===== src/hdl/tpe_pkg.sv =====
// shared types, constants and the arctangent table for the pose exponential block
`default_nettype none
package tpe_pkg;

    localparam logic signed [33:0] ONE_Q30     = 34'sd1073741824;
    localparam logic signed [33:0] HALF_PI_Q30 = 34'sd1686629713;
    localparam logic signed [33:0] PI_Q30      = 34'sd3373259426;
    localparam logic signed [33:0] GAIN_Q30    = 34'sd652032874;
    localparam logic signed [31:0] COEF_MAX    = 32'sh7FFFFFFF;
    localparam logic signed [31:0] INT_MIN     = 32'sh80000000;
    localparam logic [31:0]        SERIES_DIV  = 32'd1610612736;
    localparam logic [63:0]        SERIES_RND  = 64'd805306368;
    localparam int                 DIV_STEPS   = 32;

    typedef struct packed {
        logic signed [31:0] dx;
        logic signed [31:0] dy;
        logic signed [31:0] t;
        logic               flip;
    } cside_t;

    typedef struct packed {
        logic signed [31:0] dx;
        logic signed [31:0] dy;
        logic signed [31:0] t;
        logic signed [31:0] cs;
        logic signed [31:0] sn;
        logic               series;
        logic               ovf_s;
        logic               ovf_c;
        logic               neg_s;
        logic               neg_c;
    } dside_t;

    typedef struct packed {
        logic [31:0] rem;
        logic [31:0] low;
        logic [31:0] q;
    } dlane_t;

    function automatic logic signed [33:0] atan_q30(input int unsigned i);
        logic signed [33:0] one;
        one = 34'sd1;
        case (i)
            0:       return 34'sd843314857;
            1:       return 34'sd497837829;
            2:       return 34'sd263043837;
            3:       return 34'sd133525159;
            4:       return 34'sd67021687;
            5:       return 34'sd33543515;
            6:       return 34'sd16775851;
            7:       return 34'sd8388437;
            8:       return 34'sd4194283;
            9:       return 34'sd2097149;
            10:      return 34'sd1048576;
            default: return (i <= 30) ? (one <<< (30 - i)) : 34'sd0;
        endcase
    endfunction

endpackage
`default_nettype wire


===== src/hdl/tpe_cordic_cell.sv =====
// one rotation step of the cordic chain
`default_nettype none
module tpe_cordic_cell #(
    parameter int STEP = 0
) (
    input  wire logic               clk,
    input  wire logic               rst_n,
    input  wire logic               en,
    input  wire logic               in_valid,
    input  wire logic signed [33:0] in_x,
    input  wire logic signed [33:0] in_y,
    input  wire logic signed [33:0] in_z,
    input  wire tpe_pkg::cside_t    in_side,
    output logic                    out_valid,
    output logic signed [33:0]      out_x,
    output logic signed [33:0]      out_y,
    output logic signed [33:0]      out_z,
    output tpe_pkg::cside_t         out_side
);

    localparam logic signed [33:0] ANGLE = tpe_pkg::atan_q30(STEP);

    logic               valid_reg;
    logic signed [33:0] x_reg, y_reg, z_reg;
    logic signed [33:0] x_next, y_next, z_next;
    tpe_pkg::cside_t    side_reg;

    always_comb
    begin
        if (in_z >= 0)
        begin
            x_next = in_x - (in_y >>> STEP);
            y_next = in_y + (in_x >>> STEP);
            z_next = in_z - ANGLE;
        end
        else
        begin
            x_next = in_x + (in_y >>> STEP);
            y_next = in_y - (in_x >>> STEP);
            z_next = in_z + ANGLE;
        end
    end

    always_ff @(posedge clk or negedge rst_n)
    begin
        if (!rst_n)
            valid_reg <= 1'b0;
        else if (en)
            valid_reg <= in_valid;
    end

    always_ff @(posedge clk)
    begin
        if (en)
        begin
            x_reg    <= x_next;
            y_reg    <= y_next;
            z_reg    <= z_next;
            side_reg <= in_side;
        end
    end

    assign out_valid = valid_reg;
    assign out_x     = x_reg;
    assign out_y     = y_reg;
    assign out_z     = z_reg;
    assign out_side  = side_reg;

endmodule
`default_nettype wire


===== config.mk =====
export PLATFORM = sky130hd
export DESIGN_NAME = tpe_cordic_cell
export DESIGN_NICKNAME = d
export VERILOG_FILES = /design/src/hdl/tpe_pkg.sv /design/src/hdl/tpe_cordic_cell.sv
export SDC_FILE = /design/constraint.sdc
export NUM_CORES = 1
export LEC_CHECK = 0
export ABC_AREA = 1
export BUFFER_PORTS_ARGS = -buffer_cell sky130_fd_sc_hd__buf_2
export CAP_MARGIN = 30
export CORE_ASPECT_RATIO = 0.5
export CORE_UTILIZATION = 49
export CTS_CLUSTER_SIZE = 16
export DETAILED_ROUTE_END_ITERATION = 8
export PLACE_DENSITY = 0.85
export SETUP_SLACK_MARGIN = 0.3
export SLEW_MARGIN = 5
export SYNTH_ARGS = -nofsm -noshare
export SYNTH_HDL_FRONTEND = slang
export SYNTH_SLANG_ARGS = --single-unit

===== constraint.sdc =====
create_clock -name clk -period 0.8 [get_ports clk]
set_input_delay 0.04 -clock clk [delete_from_list [all_inputs] [get_ports clk]]
set_output_delay 0.04 -clock clk [all_outputs]
set_load 0.03 [all_outputs]

==> flow_metrics.py, run 1 <==
metrics = {
    "logic_synthesis": {
        "synth.avg_cell_area_um2": 7.819,
        "synth_seq_cells": 199,
        "synth_cell_types": 45,
        "synth-edff-count": 198,
        "yosys.area.top_type": "edfxtp_1",
        "synth_warnings": 0,
        "async_flop_share": 0.005025,
        "syn_inst": 1958,
        "yosysMostFrequentCell": "nand2_1",
        "syn-cell-area_um2": 15310,
        "netlist.area_leader.share": 0.3884,
        "synth_nets": 2297,
        "ys_seq_area_frac": 0.3900,
        "yosys_most_used_dff": "edfxtp_1",
        "synth_area_leaders": "edfxtp_1 (39%), nand2_1 (12%), ha_1 (11%)",
        "synth_top_cells_by_count": "nand2_1 (506), inv_1 (233), edfxtp_1 (198)",
    },
    "cts": {
        "root_buffer": "clkbuf_16",
        "cts.sinks": 199,
        "h-tree-depth": 4,
        "clockBufferDepth": 2,
        "numCtsBuffers": 17,
    },
    "floorplan": {
        "io_pins": 403,
        "num_rows": 45,
        "die_h_um": 127.0,
        "initial_utilization": 0.5017,
        "die_width_um": 252.0,
    },
    "global_routing": {
        "grt_use_total": 0.8986,
        "overflow": 735,
        "grt_max_degree": 51,
    },
    "placement": {
        "place_congestion": 1.027,
        "dp_slack_ps": -2072,
        "hpwl_um": 48310,
        "placed_area_um2": 22250,
        "io_buffer_count": 402,
    },
    "outcome": {
        "firstError": "[ERROR GRT-0232] Routing congestion too high. Check the congestion heatmap in the GUI.",
        "failed_stage": "global routing (5_1_grt)",
        "status": "stopped before the end",
    },
    "timing": {
        "worst_endpoint_kind": "register data pin",
        "worstEndpointGrtRepair": "out_z[33]$_DFFE_PP_/D",
    },
}
layer usage:
metal	GRT overflow	global-route usage
met1	22	0.8690
met2	434	1.029
met3	32	0.8015
met4	244	0.9422
met5	3	0.5639
through the flow:
step           std cells    util  hold WS, ps
2_1_floorplan       1958       -       -255.6
3_3_place_gp        3151  0.7291       -184.7
3_5_place_dp        3151  0.7291       -182.5
4_1_cts             3348  0.8887       -172.7
logic make-up after synthesis:
logic type / after synthesis / share of synthesized area
buffers and inverters: 282 / 0.07977
AND/OR/NAND/NOR: 930 / 0.2558
flip-flops: 199 / 0.3900
XOR/XNOR: 59 / 0.03375
multiplexers: 1 / 0.0007355
AO/OA/AOI/OAI: 351 / 0.1268
adder cells (fa/ha/maj): 136 / 0.1131
what timing repair did:
item                                    4_1_cts
pin swaps                                    87
cloned                                       19
gates resized for setup                     694
buffers inserted                             48
hold buffers                                 98
endpoints found under the hold margin       100
endpoints found under the setup margin      300
==> run 2: changes to the inputs <==
--- a/config.mk
+++ b/config.mk
@@ -8,12 +8,9 @@
 export ABC_AREA = 1
 export BUFFER_PORTS_ARGS = -buffer_cell sky130_fd_sc_hd__buf_2
 export CAP_MARGIN = 30
-export CORE_ASPECT_RATIO = 0.5
-export CORE_UTILIZATION = 49
-export CTS_CLUSTER_SIZE = 16
+export CORE_UTILIZATION = 39
 export DETAILED_ROUTE_END_ITERATION = 8
-export PLACE_DENSITY = 0.85
-export SETUP_SLACK_MARGIN = 0.3
+export PLACE_DENSITY_LB_ADDON = 0.15
 export SLEW_MARGIN = 5
 export SYNTH_ARGS = -nofsm -noshare
 export SYNTH_HDL_FRONTEND = slang
==> constraint.sdc (replaced) <==
create_clock -name clk -period 1 [get_ports clk]
set_input_delay 0.05 -clock clk [delete_from_list [all_inputs] [get_ports clk]]
set_output_delay 0.05 -clock clk [all_outputs]
set_load 0.03 [all_outputs]
==> flow_metrics.py, run 2 <==
metrics = {
    "outcome": {
        "status": "finished, violations left",
        "failed_checks": "negative setup slack",
    },
    "logic_synthesis": {
        "netlist.area_leader.share": 0.3884,
        "synth-edff-count": 198,
        "async_flop_share": 0.005025,
        "syn_inst": 1958,
        "synthMuxAreaShare": 0.0007355,
        "synth_top_cells_by_count": "nand2_1 (506), inv_1 (233), edfxtp_1 (198)",
        "synth_xor_area_frac": 0.03375,
        "synth_top_family_by_area": "simple AND/OR/NAND/NOR gates",
        "synth_area_leaders": "edfxtp_1 (39%), nand2_1 (12%), ha_1 (11%)",
        "synth_nets": 2297,
        "synth_cell_types": 45,
        "yosys_most_used_dff": "edfxtp_1",
        "synth_adder_area_share": 0.1131,
        "ys_seq_area_frac": 0.3900,
        "synth_warnings": 0,
        "synth_seq_cells": 199,
        "yosys.area.top_type": "edfxtp_1",
        "syn-cell-area_um2": 15310,
        "synth_compound_area_frac": 0.1268,
        "synth.avg_cell_area_um2": 7.819,
        "synth_simple_gate_area_frac": 0.2558,
        "yosysMostFrequentCell": "nand2_1",
    },
    "route": {
        "vias": 18526,
        "routedWlPerCell_um": 21.69,
        "initialDrtViolationCount": 1297,
        "finalWirelength_um": 75690,
        "viasPerCell": 5.308,
        "dr.pass1.iters": 7,
        "drc": 0,
        "detail-route-antenna-nets": 0,
    },
    "finish": {
        "drive_gt1_frac": 0.5066,
        "final_area_um2": 28450,
        "final_cells": 3490,
        "final_cell_mix": "buf_4 (451), nand2_1 (390), buf_6 (229)",
        "largest_register_ff_count": 97,
        "fillers": 2718,
        "syn_to_final_growth_pct": 85.85,
        "seq_area_um2": 5971,
        "final_common_cell": "buf_4",
        "nNetsFinal": 3297,
        "multi_input_area_um2": 11080,
    },
    "worst_hold_path": {
        "min_path_type": "in -> reg",
        "holdCritStartpoint": "in_y[1]",
    },
    "cts": {
        "h-tree-depth": 4,
        "clk_latency_ps": 490,
        "cts.reportedPaths.clkPinSlew_ps": 90,
        "numCtsBuffers": 17,
        "clockBufferDepth": 2,
        "cts_tree": "done",
        "cts.sinks": 199,
        "root_buffer": "clkbuf_16",
    },
    "timing": {
        "fin_crit_sh": 2.491,
        "tightest_slew_ps": 453.1,
        "max-slew-margin-rel": 0.6947,
        "worst_slack_ps": -1491,
        "finalSetupViolations": 299,
        "fmax_mhz": 401.5,
        "grt_setup_unrepaired": "true",
        "skew_ps": 0,
        "hold_viol": 0,
        "finalMaxSlewViolations": 0,
        "min_period_ps": 2491,
    },
    "worst_setup_path": {
        "critPathRequiredTime_ps": 1250,
        "worstPathArrival_ps": 2750,
        "r2r_start": "out_valid$_DFFE_PN0P_",
        "cp-start-kind": "input port",
        "r2r_slack_ps": 30,
        "cp-end-kind": "register",
        "critical_path_class": "in -> reg",
        "startpoint": "in_z[33]",
        "crit_fanout": 4,
    },
    "global_routing": {
        "grt_use_total": 0.3653,
        "antenna_found_initial": 1,
        "grt_pass1_vias": 18831,
        "grt_pass1_wl_um": 110300,
        "grt_max_degree": 39,
        "overflow": 0,
    },
    "placement": {
        "post-place-cells": 3289,
        "placed_area_um2": 22600,
        "io_buffer_count": 402,
        "hpwl_um": 52940,
        "place_congestion": 0.9782,
        "dp_slack_ps": -1945,
    },
    "power_and_ir_drop": {
        "p_clk_frac": 0.217,
        "p_leak_nw": 13.04,
        "comb_power_share": 0.478,
        "power_density_nw_per_um2": 1272,
        "switching_power_mw": 14.55,
        "ir_drop_uv": 1162,
        "swShare": 0.4020,
        "seq_power_share": 0.306,
        "p_int_mw": 21.65,
    },
    "floorplan": {
        "die_h_um": 200.1,
        "coreArea_um2": 38650,
        "dieArea_um2": 40050,
        "io_pins": 403,
        "die_width_um": 200.1,
        "num_rows": 72,
        "initial_utilization": 0.3961,
    },
    "job": {
        "maxCapViolCount": 0,
    },
}
==> run 2: layout make-up <==
type	instances	area share
Inverter	238	0.03632
Sequential cell	199	0.2099
Timing Repair Buffer	1024	0.3188
Clock buffer	17	0.01495
Multi-Input combinational cell	1478	0.3893
Tap cell	518	0.02278
Clock inverter	15	0.007916
Antenna cell	1	0.00008795
==> run 2: per-stage QoR <==
stage / util / hold WS (ps) / TNS, ps / total power, mW
CTS: 0.7158 / 140.5 / -102510 / 35.03
finish: 0.7362 / 143.2 / -114120 / 36.20
global placement: 0.5847 / -173.0 / -150720 / 24.04
global route: 0.7362 / 177.0 / -123930 / 37.35
detailed placement: 0.5847 / -172.8 / -153610 / 24.17
floorplan: - / -245.6 / -74910 / 18.36
==> run 2: path summary, 6_finish.rpt <==
kind                                              end  depth (start not counted)
worst max-delay path              out_z[22]$_DFFE_PP_                         19
worst min-delay path               out_x[1]$_DFFE_PP_                          3
worst max register to register  out_valid$_DFFE_PN0P_                          2
worst min register to register  out_valid$_DFFE_PN0P_                          2
max in group asynchronous       out_valid$_DFFE_PN0P_                          3
min in group asynchronous       out_valid$_DFFE_PN0P_                          3
==> run 2: cell families after synthesis <==
| group | after synthesis |
|---|---|
| flops | 199 |
| buf+inv | 282 |
| xor+xnor | 59 |
| fa+ha+maj | 136 |
| mux | 1 |
| simple gates | 930 |
| compound gates | 351 |
==> run 2: what timing repair did <==
item	CTS	global route
hold endpoints to repair	107	0
gates resized for setup	729	164
setup endpoints to repair	299	351
hold buffers	102	0
gates cloned	21	0
setup buffers	40	19
pin swaps	113	97
==> run 2: worst max-delay path, stage by stage <==
cell and delay (ps):
buf_12 120, inv_16 40, ha_4 120, nand2_2 50, nor4_2 220, nand3b_1 170, buf_6 160, nor2_4 190
nor2_4 110, buf_12 140, ha_4 300, nand2_1 100, o21ai_0 360, o21bai_4 240, nand2_1 90, nand2_2 100
nand2_1 80, nand3_1 70, nand2_1 50
==> run 2: per-layer routing <==
metal / part of all wire / track usage / vias to the layer above
met1: 0.37 / 0.4100 / 8798
met2: 0.49 / 0.6398 / 867
met4: 0.075 / 0.2547 / 0
li1: - / - / 8595
met3: 0.062 / 0.05076 / 266
met5: 0 / 0 / -
==> run 2: power groups by stage <==
stage	clock (mW)	sequential, mW	combinational (mW)
detailed placement	0	11.0	13.2
CTS	7.82	11.0	16.2
global route	8.11	11.1	18.1
global placement	0	10.9	13.1
floorplan	0	12.8	5.58
finish	7.84	11.1	17.3
Power figures use the tool's default switching activity.
==> run 3: changes to the inputs <==
--- a/config.mk
+++ b/config.mk
@@ -8,7 +8,9 @@
 export ABC_AREA = 1
 export BUFFER_PORTS_ARGS = -buffer_cell sky130_fd_sc_hd__buf_2
 export CAP_MARGIN = 30
-export CORE_UTILIZATION = 39
+export CELL_PAD_IN_SITES_DETAIL_PLACEMENT = 2
+export CELL_PAD_IN_SITES_GLOBAL_PLACEMENT = 2
+export CORE_UTILIZATION = 31
 export DETAILED_ROUTE_END_ITERATION = 8
 export PLACE_DENSITY_LB_ADDON = 0.15
 export SLEW_MARGIN = 5
==> flow_metrics.py, run 3 <==
metrics = {
    "logic_synthesis": {
        "synth_warnings": 0,
        "synth_seq_cells": 199,
        "syn-cell-area_um2": 15310,
        "yosys.area.top_type": "edfxtp_1",
        "async_flop_share": 0.005025,
        "yosys_most_used_dff": "edfxtp_1",
        "syn_inst": 1958,
        "yosysMostFrequentCell": "nand2_1",
        "synth_nets": 2297,
        "synth.avg_cell_area_um2": 7.819,
        "synth_cell_types": 45,
        "netlist.area_leader.share": 0.3884,
        "synth-edff-count": 198,
        "synth_top_cells_by_count": "nand2_1 (506), inv_1 (233), edfxtp_1 (198)",
        "synth_area_leaders": "edfxtp_1 (39%), nand2_1 (12%), ha_1 (11%)",
        "ys_seq_area_frac": 0.3900,
    },
    "placement": {
        "io_buffer_count": 402,
        "hpwl_um": 75790,
        "place_congestion": 0.8843,
        "post-place-cells": 3452,
    },
    "cts": {
        "numCtsBuffers": 17,
        "post_cts_buffers": 71,
        "cts_hold_buf": 101,
        "h-tree-depth": 4,
        "cts_resized": 443,
        "clockBufferDepth": 2,
        "root_buffer": "clkbuf_16",
        "cts.sinks": 199,
    },
    "floorplan": {
        "die_width_um": 224.2,
        "io_pins": 403,
        "num_rows": 81,
        "die_h_um": 224.2,
        "initial_utilization": 0.3134,
    },
    "outcome": {
        "firstError": "[ERROR DPL-0033] detailed placement checks failed during check placement.",
        "failed_stage": "clock tree synthesis (4_1_cts)",
        "status": "stopped before the end",
    },
}
[run 3: kinds of logic after synthesis]
logic type,after synthesis,synth area share
AOI/OAI and AO/OA,351,0.1268
xor gates and xnor gates,59,0.03375
adders and majority gates,136,0.1131
buffers and inverters,282,0.07977
DFF,199,0.3900
muxes,1,0.0007355
and+or+nand+nor,930,0.2558
[run 3: per-stage QoR]
stage | utilization | instance area (µm²) | TNS [ps] | worst slack (ps) | hold slack, ps
floorplan | - | 16940 | -74910 | -1483 | -245.6
detailed placement | 0.4707 | 22990 | -147860 | -2155 | -172.7
global placement | 0.4707 | 22990 | -135750 | -1887 | -175.2
