## src/hdl/tpe_pkg.sv

```systemverilog
// shared types, constants and the arctangent table for the pose exponential block
`default_nettype none
package tpe_pkg;

    localparam logic signed [33:0] ONE_Q30     = 34'sd1073741824;
    localparam logic signed [33:0] HALF_PI_Q30 = 34'sd1686629713;
    localparam logic signed [33:0] PI_Q30      = 34'sd3373259426;
    localparam logic signed [33:0] GAIN_Q30    = 34'sd652032874;
    localparam logic signed [31:0] COEF_MAX    = 32'sh7FFFFFFF;
    localparam logic signed [31:0] INT_MIN     = 32'sh80000000;
    localparam logic [31:0]        SERIES_DIV  = 32'd1610612736;
    localparam logic [63:0]        SERIES_RND  = 64'd805306368;
    localparam int                 DIV_STEPS   = 32;

    typedef struct packed {
        logic signed [31:0] dx;
        logic signed [31:0] dy;
        logic signed [31:0] t;
        logic               flip;
    } cside_t;

    typedef struct packed {
        logic signed [31:0] dx;
        logic signed [31:0] dy;
        logic signed [31:0] t;
        logic signed [31:0] cs;
        logic signed [31:0] sn;
        logic               series;
        logic               ovf_s;
        logic               ovf_c;
        logic               neg_s;
        logic               neg_c;
    } dside_t;

    typedef struct packed {
        logic [31:0] rem;
        logic [31:0] low;
        logic [31:0] q;
    } dlane_t;

    function automatic logic signed [33:0] atan_q30(input int unsigned i);
        logic signed [33:0] one;
        one = 34'sd1;
        case (i)
            0:       return 34'sd843314857;
            1:       return 34'sd497837829;
            2:       return 34'sd263043837;
            3:       return 34'sd133525159;
            4:       return 34'sd67021687;
            5:       return 34'sd33543515;
            6:       return 34'sd16775851;
            7:       return 34'sd8388437;
            8:       return 34'sd4194283;
            9:       return 34'sd2097149;
            10:      return 34'sd1048576;
            default: return (i <= 30) ? (one <<< (30 - i)) : 34'sd0;
        endcase
    endfunction

endpackage
`default_nettype wire

```

## src/hdl/tpe_div_cell.sv

```systemverilog
// one quotient bit of the two coefficient dividers
`default_nettype none
module tpe_div_cell (
    input  wire logic            clk,
    input  wire logic            rst_n,
    input  wire logic            en,
    input  wire logic            in_valid,
    input  wire logic [31:0]     in_dvs,
    input  wire tpe_pkg::dlane_t in_s,
    input  wire tpe_pkg::dlane_t in_c,
    input  wire tpe_pkg::dside_t in_side,
    output logic                 out_valid,
    output logic [31:0]          out_dvs,
    output tpe_pkg::dlane_t      out_s,
    output tpe_pkg::dlane_t      out_c,
    output tpe_pkg::dside_t      out_side
);

    function automatic tpe_pkg::dlane_t step(input tpe_pkg::dlane_t l, input logic [31:0] d);
        logic [32:0]     r2;
        logic [32:0]     diff;
        logic            ge;
        tpe_pkg::dlane_t o;
        r2    = {l.rem, l.low[31]};
        diff  = r2 - {1'b0, d};
        ge    = (r2 >= {1'b0, d});
        o.rem = ge ? diff[31:0] : r2[31:0];
        o.low = {l.low[30:0], 1'b0};
        o.q   = {l.q[30:0], ge};
        return o;
    endfunction

    logic            valid_reg;
    logic [31:0]     dvs_reg;
    tpe_pkg::dlane_t s_reg, c_reg;
    tpe_pkg::dside_t side_reg;

    always_ff @(posedge clk or negedge rst_n)
    begin
        if (!rst_n)
            valid_reg <= 1'b0;
        else if (en)
            valid_reg <= in_valid;
    end

    always_ff @(posedge clk)
    begin
        if (en)
        begin
            dvs_reg  <= in_dvs;
            s_reg    <= step(in_s, in_dvs);
            c_reg    <= step(in_c, in_dvs);
            side_reg <= in_side;
        end
    end

    assign out_valid = valid_reg;
    assign out_dvs   = dvs_reg;
    assign out_s     = s_reg;
    assign out_c     = c_reg;
    assign out_side  = side_reg;

    a_rem_below_divisor: assert property (@(posedge clk) disable iff (!rst_n)
        valid_reg |-> (s_reg.rem < dvs_reg))
        else $error("divider remainder not below divisor");

endmodule
`default_nettype wire

```

## config.mk

```make
export PLATFORM = sky130hd
export DESIGN_NAME = tpe_div_cell
export DESIGN_NICKNAME = d
export VERILOG_FILES = /design/src/hdl/tpe_pkg.sv /design/src/hdl/tpe_div_cell.sv
export SDC_FILE = /design/constraint.sdc
export NUM_CORES = 1
export LEC_CHECK = 0
export BUFFER_PORTS_ARGS = -buffer_cell sky130_fd_sc_hd__buf_4
export CORE_AREA = 2 2 306 308
export CTS_CLUSTER_DIAMETER = 50
export DETAILED_ROUTE_END_ITERATION = 8
export DIE_AREA = 0 0 308 310
export GPL_ROUTABILITY_DRIVEN = 0
export MAX_ROUTING_LAYER = met4
export PLACE_DENSITY = 0.48
export SYNTH_ARGS = -nofsm -noshare
export SYNTH_HDL_FRONTEND = slang
export SYNTH_SLANG_ARGS = --single-unit
```

## constraint.sdc

```tcl
create_clock -name clk -period 1.78 [get_ports clk]
set_input_delay 0.356 -clock clk [delete_from_list [all_inputs] [get_ports clk]]
set_output_delay 0.356 -clock clk [all_outputs]
set_load 0.005 [all_outputs]
```

# After elaboration in Yosys (flattened, before gate mapping)
# Cells that the tools add are included.
dict set report totals {
  ff_bits 388
  in_bits 393
  out_inout_bits 390
  wordCells 24
}
dict set report classes {
  addsub 2
  magnitude_cmp 2
  n_mux 2
}
# operator n
set op_table {}
lappend op_table {{greater-or-equal comparator 33 x 32 -> 1 bit} 2}
lappend op_table {{two-way mux 32 bit} 2}
lappend op_table {{subtractor 32 bit} 2}

# Longest topological paths before layout
# Gate-level depths: netlist of the first run.
dict set report depth {
  ltp_word 2
  ltp_mapped 14
}

# Worst setup path after synthesis of the first run
# Ideal clock, no wire load.
dict set report synth_path {
  path_type {input to register}
  start {in in_dvs[18]}
  end {reg c_reg (netlist bit out_c[88]), data pin}
  setup_time_ns 0.262
  arrival_ns 2.957
  required_ns 1.518
  slack_ns -1.439
  stages 13
  path_buffers 2
  cell_sequence {inv_1 ha_1 buf_2 a21o_1 a21o_1 a21o_1 a221oi_2 o21ai_1 a31oi_1 a21oi_2 a2111oi_4 buf_6 mux2_1}
}
dict set report synth_between {
  elab_chain_cells 2
  word_cells_on_any_way 3
  cone_classes {add/sub: 1; order compare: 1; mux: 1}
}
# item line_no
set synth_rtl {}
lappend synth_rtl {{start, declared} tpe_div_cell.sv:8} ;# input wire logic [31:0] in_dvs,
lappend synth_rtl {{subtractor 32 bit or greater-or-equal comparator 33 x 32 -> 1 bit (tied branches)} {tpe_div_cell.sv:25, tpe_div_cell.sv:26}}
lappend synth_rtl {{two-way mux 32 bit *} tpe_div_cell.sv:27} ;# o.rem = ge ? diff[31:0] : r2[31:0];
lappend synth_rtl {{end signal, assigned} tpe_div_cell.sv:52} ;# c_reg <= step(in_c, in_dvs);
lappend synth_rtl {{end, declared} tpe_div_cell.sv:35} ;# tpe_pkg::dlane_t s_reg, c_reg;
# Every way passes the cells marked *; elsewhere a longest branch is shown, timed or not.
# A chain may end at the register's enable or synchronous reset.

# Worst setup path after layout of the first run
dict set report layout_path {
  start {in in_dvs[18]}
  end {reg c_reg (netlist bit out_c[67]), data pin}
}
dict set report layout_between {
  elab_chain_cells 2
}
# item line_no
set layout_rtl {}
lappend layout_rtl {{greater-or-equal comparator 33 x 32 -> 1 bit} tpe_div_cell.sv:26} ;# ge = (r2 >= {1'b0, d});
lappend layout_rtl {{two-way mux 32 bit} tpe_div_cell.sv:27}
# No other way between the ends.

==> results of run 1 <==
-- what timing repair did --
item,CTS,global route
endpoints found under the setup margin,66,66
hold buffers,321,1
cloned,8,0
pin swaps,50,43
buffers inserted,41,7
resized for setup,184,71
hold endpoints to repair,322,1
-- worst min-delay path, cell delays in order --
cell and delay (ns):
buf_4 0.09, nand2_2 0.05, o21ai_2 0.04
-- cell usage after synthesis, drive strengths merged, types with 9 or more instances --
library cell / n
o21ai: 61
nand3: 13
clkbuf: 21
xor2: 29
mux2: 33
nand2: 64
a21oi: 55
nand4: 14
nand2b: 9
ha: 64
nor2b: 13
nor2: 30
inv: 49
a21o: 27
edfxtp: 387
a31oi: 12
xnor2: 30
-- cells by family after synthesis --
| kind of cell | Yosys count | synth area share |
|---|---|---|
| AOI/OAI and AO/OA | 202 | 0.0809 |
| xor gates and xnor gates | 59 | 0.0326 |
| buffers and inverters | 76 | 0.0200 |
| muxes | 35 | 0.0247 |
| adders and majority gates | 66 | 0.0531 |
| other | 1 | 0.000237 |
| and+or+nand+nor | 173 | 0.0526 |
| DFF | 388 | 0.736 |
-- through the flow --
stage / std cells / setup TNS [ns]
floorplan: 1001 / -66.41
global placement: 3196 / -100.26
detailed placement: 3196 / -101.06
CTS: 3686 / -43.62
global route: 3704 / -57.56
finish: 3706 / -50.44
-- flip-flops by register name, summed over array words and instances, names as in the netlist --
signal / flops
out_c: 95
out_dvs: 32
out_s: 95
out_side: 165
out_valid: 1
-- final timing paths --
kind,from,endpoint,cells after the start
worst max-delay path,in_dvs[18],out_c[67]$_DFFE_PP_,14
worst min-delay path,in_s[90],out_s[91]$_DFFE_PP_,3
worst max register to register,out_valid$_DFFE_PN0P_,out_valid$_DFFE_PN0P_,1
worst min register to register,out_valid$_DFFE_PN0P_,out_valid$_DFFE_PN0P_,1
max in group asynchronous,rst_n,out_valid$_DFFE_PN0P_,2
min in group asynchronous,rst_n,out_valid$_DFFE_PN0P_,2
-- metal layers --
| metal | track usage | vias to the layer above |
|---|---|---|
| li1 | - | 6738 |
| met4 | 0.0649 | 0 |
| met3 | 0.0668 | 126 |
| met2 | 0.321 | 646 |
| met5 | - | - |
| met1 | 0.221 | 7631 |
-- where the power goes --
part,switching (uW),total [uW],internal (uW)
combinational,3150,6980,3830
sequential,366,11500,11100
clock,4990,13600,8570
-- layout by cell type (no fill, tap or decap), drive strengths merged, types with 4 or more instances in the layout --
| cell | n |
|---|---|
| buf | 1067 |
| edfxtp | 387 |
| dlygate4sd3 | 322 |
| clkbuf | 81 |
| ha | 64 |
| nand2 | 64 |
| o21ai | 61 |
| inv | 60 |
| a21oi | 55 |
| mux2 | 33 |
| nor2 | 30 |
| xnor2 | 30 |
| xor2 | 29 |
| a21o | 27 |
| clkinv | 18 |
| diode | 17 |
| nand4 | 14 |
| nand3 | 13 |
| nor2b | 13 |
| a31oi | 12 |
| clkinvlp | 11 |
| nand2b | 9 |
| bufinv | 7 |
| and3 | 6 |
| o21bai | 6 |
| nor3 | 6 |
| o211ai | 5 |
| or3 | 5 |
| o31a | 4 |
-- final cells by class --
type,instances,share of cell area
timing repair buffer,1389,0.359
antenna,17,0.00131
multi-input combinational,538,0.155
tap,1197,0.0462
sequential,388,0.359
clock buffer,81,0.0572
clock inverter,47,0.0154
inverter,49,0.00702
==> impl_metrics.py, run 1 <==
metrics = {
    "critical_path": {
        "slowest_delay_ns": 0.39,
        "criticalPathCategory": "primary input to register",
        "required_ns": 2.12,
        "r2r_slack_ns": 1.04,
        "crit_buf_inv": 4,
        "critical-path-top-delay-family": "compound AO/OA/AOI/OAI gates",
        "end_kind": "register",
        "cp_common_cell": "a21o_1",
        "slowest_stage": "a2111oi_4",
        "worstSetupStartpointType": "primary input",
        "crit_path_max_fanout": 6,
        "path_cells": "buf_8, inv_8, ha_4, a21o_1, a21o_1, a21o_1, a221oi_2, o21ai_2, a31oi_4, a21oi_4, a2111oi_4, buf_6, buf_12, mux2_4",
        "critPathArrivalTime_ns": 3.04,
    },
    "sta": {
        "finalHoldViolations": 0,
        "final.period_utilization": 1.51,
        "rsz0062_at_grt": "true",
        "max_freq_ghz": 0.371,
        "fin_crit_ns": 2.70,
        "skew_ns": 0,
        "whs_ns": 0.0420,
        "setup_ws_ns": -0.916,
        "slew_viol_final": 0,
        "tightest_slew_ns": 0.493,
        "max-slew-margin-rel": 0.663,
        "setup_viol": 66,
    },
    "power": {
        "power_uw": 32000,
        "p_leak_uw": 0.0139,
        "power.density_nw_per_um2": 986,
        "ir_drop_v": 0.000533,
    },
    "detailed_routing": {
        "routed-wl-met3_um": 7790,
        "drc_errors": 0,
        "route.met2.wl_um": 46000,
        "vias_per_cell": 4.09,
        "first_pass_iters": 5,
        "top_layer": "met4",
        "vias": 15141,
        "drt_iter0_drc": 1007,
        "drt-wirelength-per-cell_um": 25.5,
        "antenna_left": 0,
        "wl_um": 94500,
        "drt-met1-wl_um": 37800,
    },
    "floorplanning": {
        "dieArea_um2": 95500,
        "die_x_um": 308,
        "start_util": 0.171,
        "rows": 112,
        "ios": 783,
        "fp.dieH_um": 310,
        "coreArea_um2": 92500,
    },
    "yosys": {
        "synth-seq-area-share": 0.736,
        "synth_largest_area_cell": "edfxtp_1",
        "synth-seq-cells": 388,
        "yosysWarnings": 0,
        "synth_area_leaders": "edfxtp_1, ha_1, mux2_1",
        "yosys.cell_types.count": 56,
        "netlist_instances": 1000,
        "syn_area_um2": 15800,
        "synth_edf_count": 387,
        "async_flop_share": 0.00258,
        "synth_top_cell_area_share": 0.734,
        "ys.flop_type": "edfxtp_1",
        "avgSynthCellArea_um2": 15.8,
    },
    "cells_and_area": {
        "finalInstanceArea_um2": 32500,
        "finalCoreUtilization": 0.351,
        "area_growth_pct": 105,
        "drive_above_1_share": 0.553,
        "nNetsFinal": 2896,
        "fillers": 9038,
        "multi_input_area_um2": 5040,
        "seq_area_um2": 11600,
    },
    "outcome": {
        "status": "finished with violations",
        "violations": "negative setup slack",
    },
    "run": {
        "drv_cap": 0,
    },
    "placement": {
        "place_hpwl_um": 74500,
        "placement.setup.worst_slack_ns": -1.81,
        "portBuffers": 778,
        "place_area_um2": 25300,
    },
    "cts": {
        "clkTransAtPathRegs_ns": 0.05,
        "ctsRootBufferMaster": "clkbuf_16",
        "clk_path_buf_depth": 3,
        "cts_tree": "yes",
        "insertion_delay_ns": 0.60,
        "numCtsBuffers": 71,
        "cts_sinks": 388,
        "cts_max_level": 3,
    },
    "hold_path": {
        "worstHoldPathType": "primary input to register",
    },
    "grt": {
        "antenna_found_initial": 21,
        "grt-ovfl-total": 0,
        "grt_pass1_wl_um": 124000,
        "grt_max_degree": 80,
        "grt_pass1_vias": 15756,
        "grt_usage": 0.195,
    },
}
(Power assumes the default switching activity.)
==> run 2: changes to the inputs <==
--- a/config.mk
+++ b/config.mk
@@ -12,7 +12,7 @@
 export DIE_AREA = 0 0 308 310
 export GPL_ROUTABILITY_DRIVEN = 0
 export MAX_ROUTING_LAYER = met4
-export PLACE_DENSITY = 0.48
+export PLACE_DENSITY_LB_ADDON = 0.08
 export SYNTH_ARGS = -nofsm -noshare
 export SYNTH_HDL_FRONTEND = slang
 export SYNTH_SLANG_ARGS = --single-unit
==> run 2 against run 1 <==
Net effect: via count down 4.4%; highest routed layer unchanged; sequential share of layout area decreased by 0.56 points; design area grew 1.6%; the flow still finishes with violations (negative setup slack); combinational power decreased by 2.9%.
==> impl_metrics.py, run 2 (synthesis gave the netlist of run 1 again) <==
metrics = {
    "outcome": {
        "status": "finished with violations",
        "violations": "negative setup slack",
    },
    "power": {
        "p_sw_frac": 0.264,
        "p_int_uw": 24200,
        "pwr-share-clk": 0.447,
        "power_uw": 32900,
        "ir_drop_v": 0.000587,
        "share_seq_of_total_power": 0.346,
        "switchingPower_uw": 8670,
        "combPwrFrac": 0.206,
        "power.density_nw_per_um2": 996,
        "p_leak_uw": 0.0140,
    },
    "critical_path": {
        "cp-startpoint": "in_dvs[22]",
        "crit_path_max_fanout": 6,
        "end_kind": "register",
        "criticalPathCategory": "primary input to register",
        "required_ns": 2.15,
        "worstSetupStartpointType": "primary input",
        "reg2reg_from": "out_valid$_DFFE_PN0P_",
        "critPathArrivalTime_ns": 2.99,
    },
    "sta": {
        "tightest_slew_ns": 0.538,
        "setup_ws_ns": -0.848,
        "finalHoldViolations": 0,
        "max-slew-margin-rel": 0.641,
        "slew_viol_final": 0,
        "setup_viol": 66,
        "rsz0062_at_grt": "true",
        "whs_ns": 0.0448,
        "fin_crit_ns": 2.63,
        "max_freq_ghz": 0.380,
        "skew_ns": 0,
        "final.period_utilization": 1.48,
    },
    "cts": {
        "cts_sinks": 388,
        "cts_max_level": 3,
        "clkTransAtPathRegs_ns": 0.05,
        "cts_tree": "yes",
        "ctsRootBufferMaster": "clkbuf_16",
        "clk_path_buf_depth": 3,
        "numCtsBuffers": 79,
        "insertion_delay_ns": 0.62,
    },
    "floorplanning": {
        "fp.dieH_um": 310,
        "die_x_um": 308,
        "start_util": 0.171,
        "dieArea_um2": 95500,
        "ios": 783,
        "coreArea_um2": 92500,
        "rows": 112,
    },
    "detailed_routing": {
        "antenna_left": 0,
        "drt-wirelength-per-cell_um": 22.8,
        "vias": 14468,
        "vias_per_cell": 3.86,
        "wl_um": 85600,
        "drt_iter0_drc": 526,
        "drc_errors": 0,
        "first_pass_iters": 4,
    },
    "cells_and_area": {
        "drive_above_1_share": 0.553,
        "nNetsFinal": 2929,
        "layout_common_cells": "buf_4, edfxtp_1, dlygate4sd3_1",
        "area_growth_pct": 108,
        "largest_reg_flops": 165,
        "fillers": 9221,
        "layout_commonest_cell": "buf_4",
    },
    "grt": {
        "grt_pass1_vias": 15437,
        "antenna_found_initial": 31,
        "grt_max_degree": 53,
        "grt-ovfl-total": 0,
        "grt_usage": 0.176,
        "grt_pass1_wl_um": 115000,
    },
    "run": {
        "drv_cap": 0,
    },
    "placement": {
        "place_hpwl_um": 67400,
        "portBuffers": 778,
        "placement.setup.worst_slack_ns": -1.97,
    },
    "hold_path": {
        "hp-start": "in_s[71]",
        "worstHoldPathType": "primary input to register",
    },
}
## run 2: stage by stage
step	area (um^2)	TNS (ns)	utilization	instances
2_1_floorplan	16200	-66.41	-	1001
3_3_place_gp	25400	-106.68	0.275	3212
3_5_place_dp	25400	-104.80	0.275	3212
4_1_cts	32600	-47.03	0.353	3722
5_1_grt	33000	-50.69	0.356	3745
6_report	33000	-43.24	0.356	3746
## run 2: per-layer routing
layer  vias up  share of wire  wire length [um]  GRT usage
met2       547           0.51             43700      0.305
met5         -              0                 0          -
met1      6994           0.39             33000      0.189
met4         0          0.021              1780     0.0509
li1       6832              -                 -          -
met3        95          0.083              7070     0.0628
## run 2: layout make-up
| cell class | count | area (um^2) | share of cell area |
|---|---|---|---|
| inverters | 49 | 234 | 0.00710 |
| clock buffers | 81 | 1980 | 0.0602 |
| repair buffers | 1414 | 11900 | 0.362 |
| multi-input cells | 538 | 4980 | 0.151 |
| diodes | 17 | 42.5 | 0.00129 |
| flip-flops and latches | 388 | 11600 | 0.353 |
| well taps | 1197 | 1500 | 0.0454 |
| clock inverters | 62 | 634 | 0.0192 |
## run 2: what timing repair did
item / CTS / global route
resized for setup: 185 / 73
buffers inserted: 23 / 12
endpoints found under the hold margin: 339 / 0
pin swaps: 61 / 51
setup endpoints to repair: 67 / 67
hold buffers: 340 / 0
gates cloned: 9 / 1
## run 2: power by group through the flow
stage / clock, uW / sequential, uW / combinational, uW
floorplan: 0 / 11600 / 1530
global placement: 0 / 11500 / 5420
detailed placement: 0 / 11500 / 5410
CTS: 15200 / 11400 / 6800
global route: 15500 / 11500 / 7280
finish: 14700 / 11400 / 6780
## run 2: final timing paths
check / end / slack (ns) / cells after the start
setup / recovery: out_c[75]$_DFFE_PP_ / -0.85 / 13
hold / removal: out_s[72]$_DFFE_PP_ / 0.04 / 3
setup reg to reg: out_valid$_DFFE_PN0P_ / 1.02 / 1
hold reg to reg: out_valid$_DFFE_PN0P_ / 0.54 / 1
max in group asynchronous: out_valid$_DFFE_PN0P_ / 1.11 / 3
min in group asynchronous: out_valid$_DFFE_PN0P_ / 0.57 / 3
## run 2: worst max-delay path, cell delays in order
cell and delay (ns):
buf_4 0.11, inv_1 0.13, ha_1 0.26, a21o_1 0.18, a21o_1 0.16, a221oi_2 0.34
o21ai_2 0.10, a31oi_2 0.20, a21oi_4 0.08, a2111oi_4 0.35, buf_6 0.21, buf_12 0.17
mux2_4 0.31
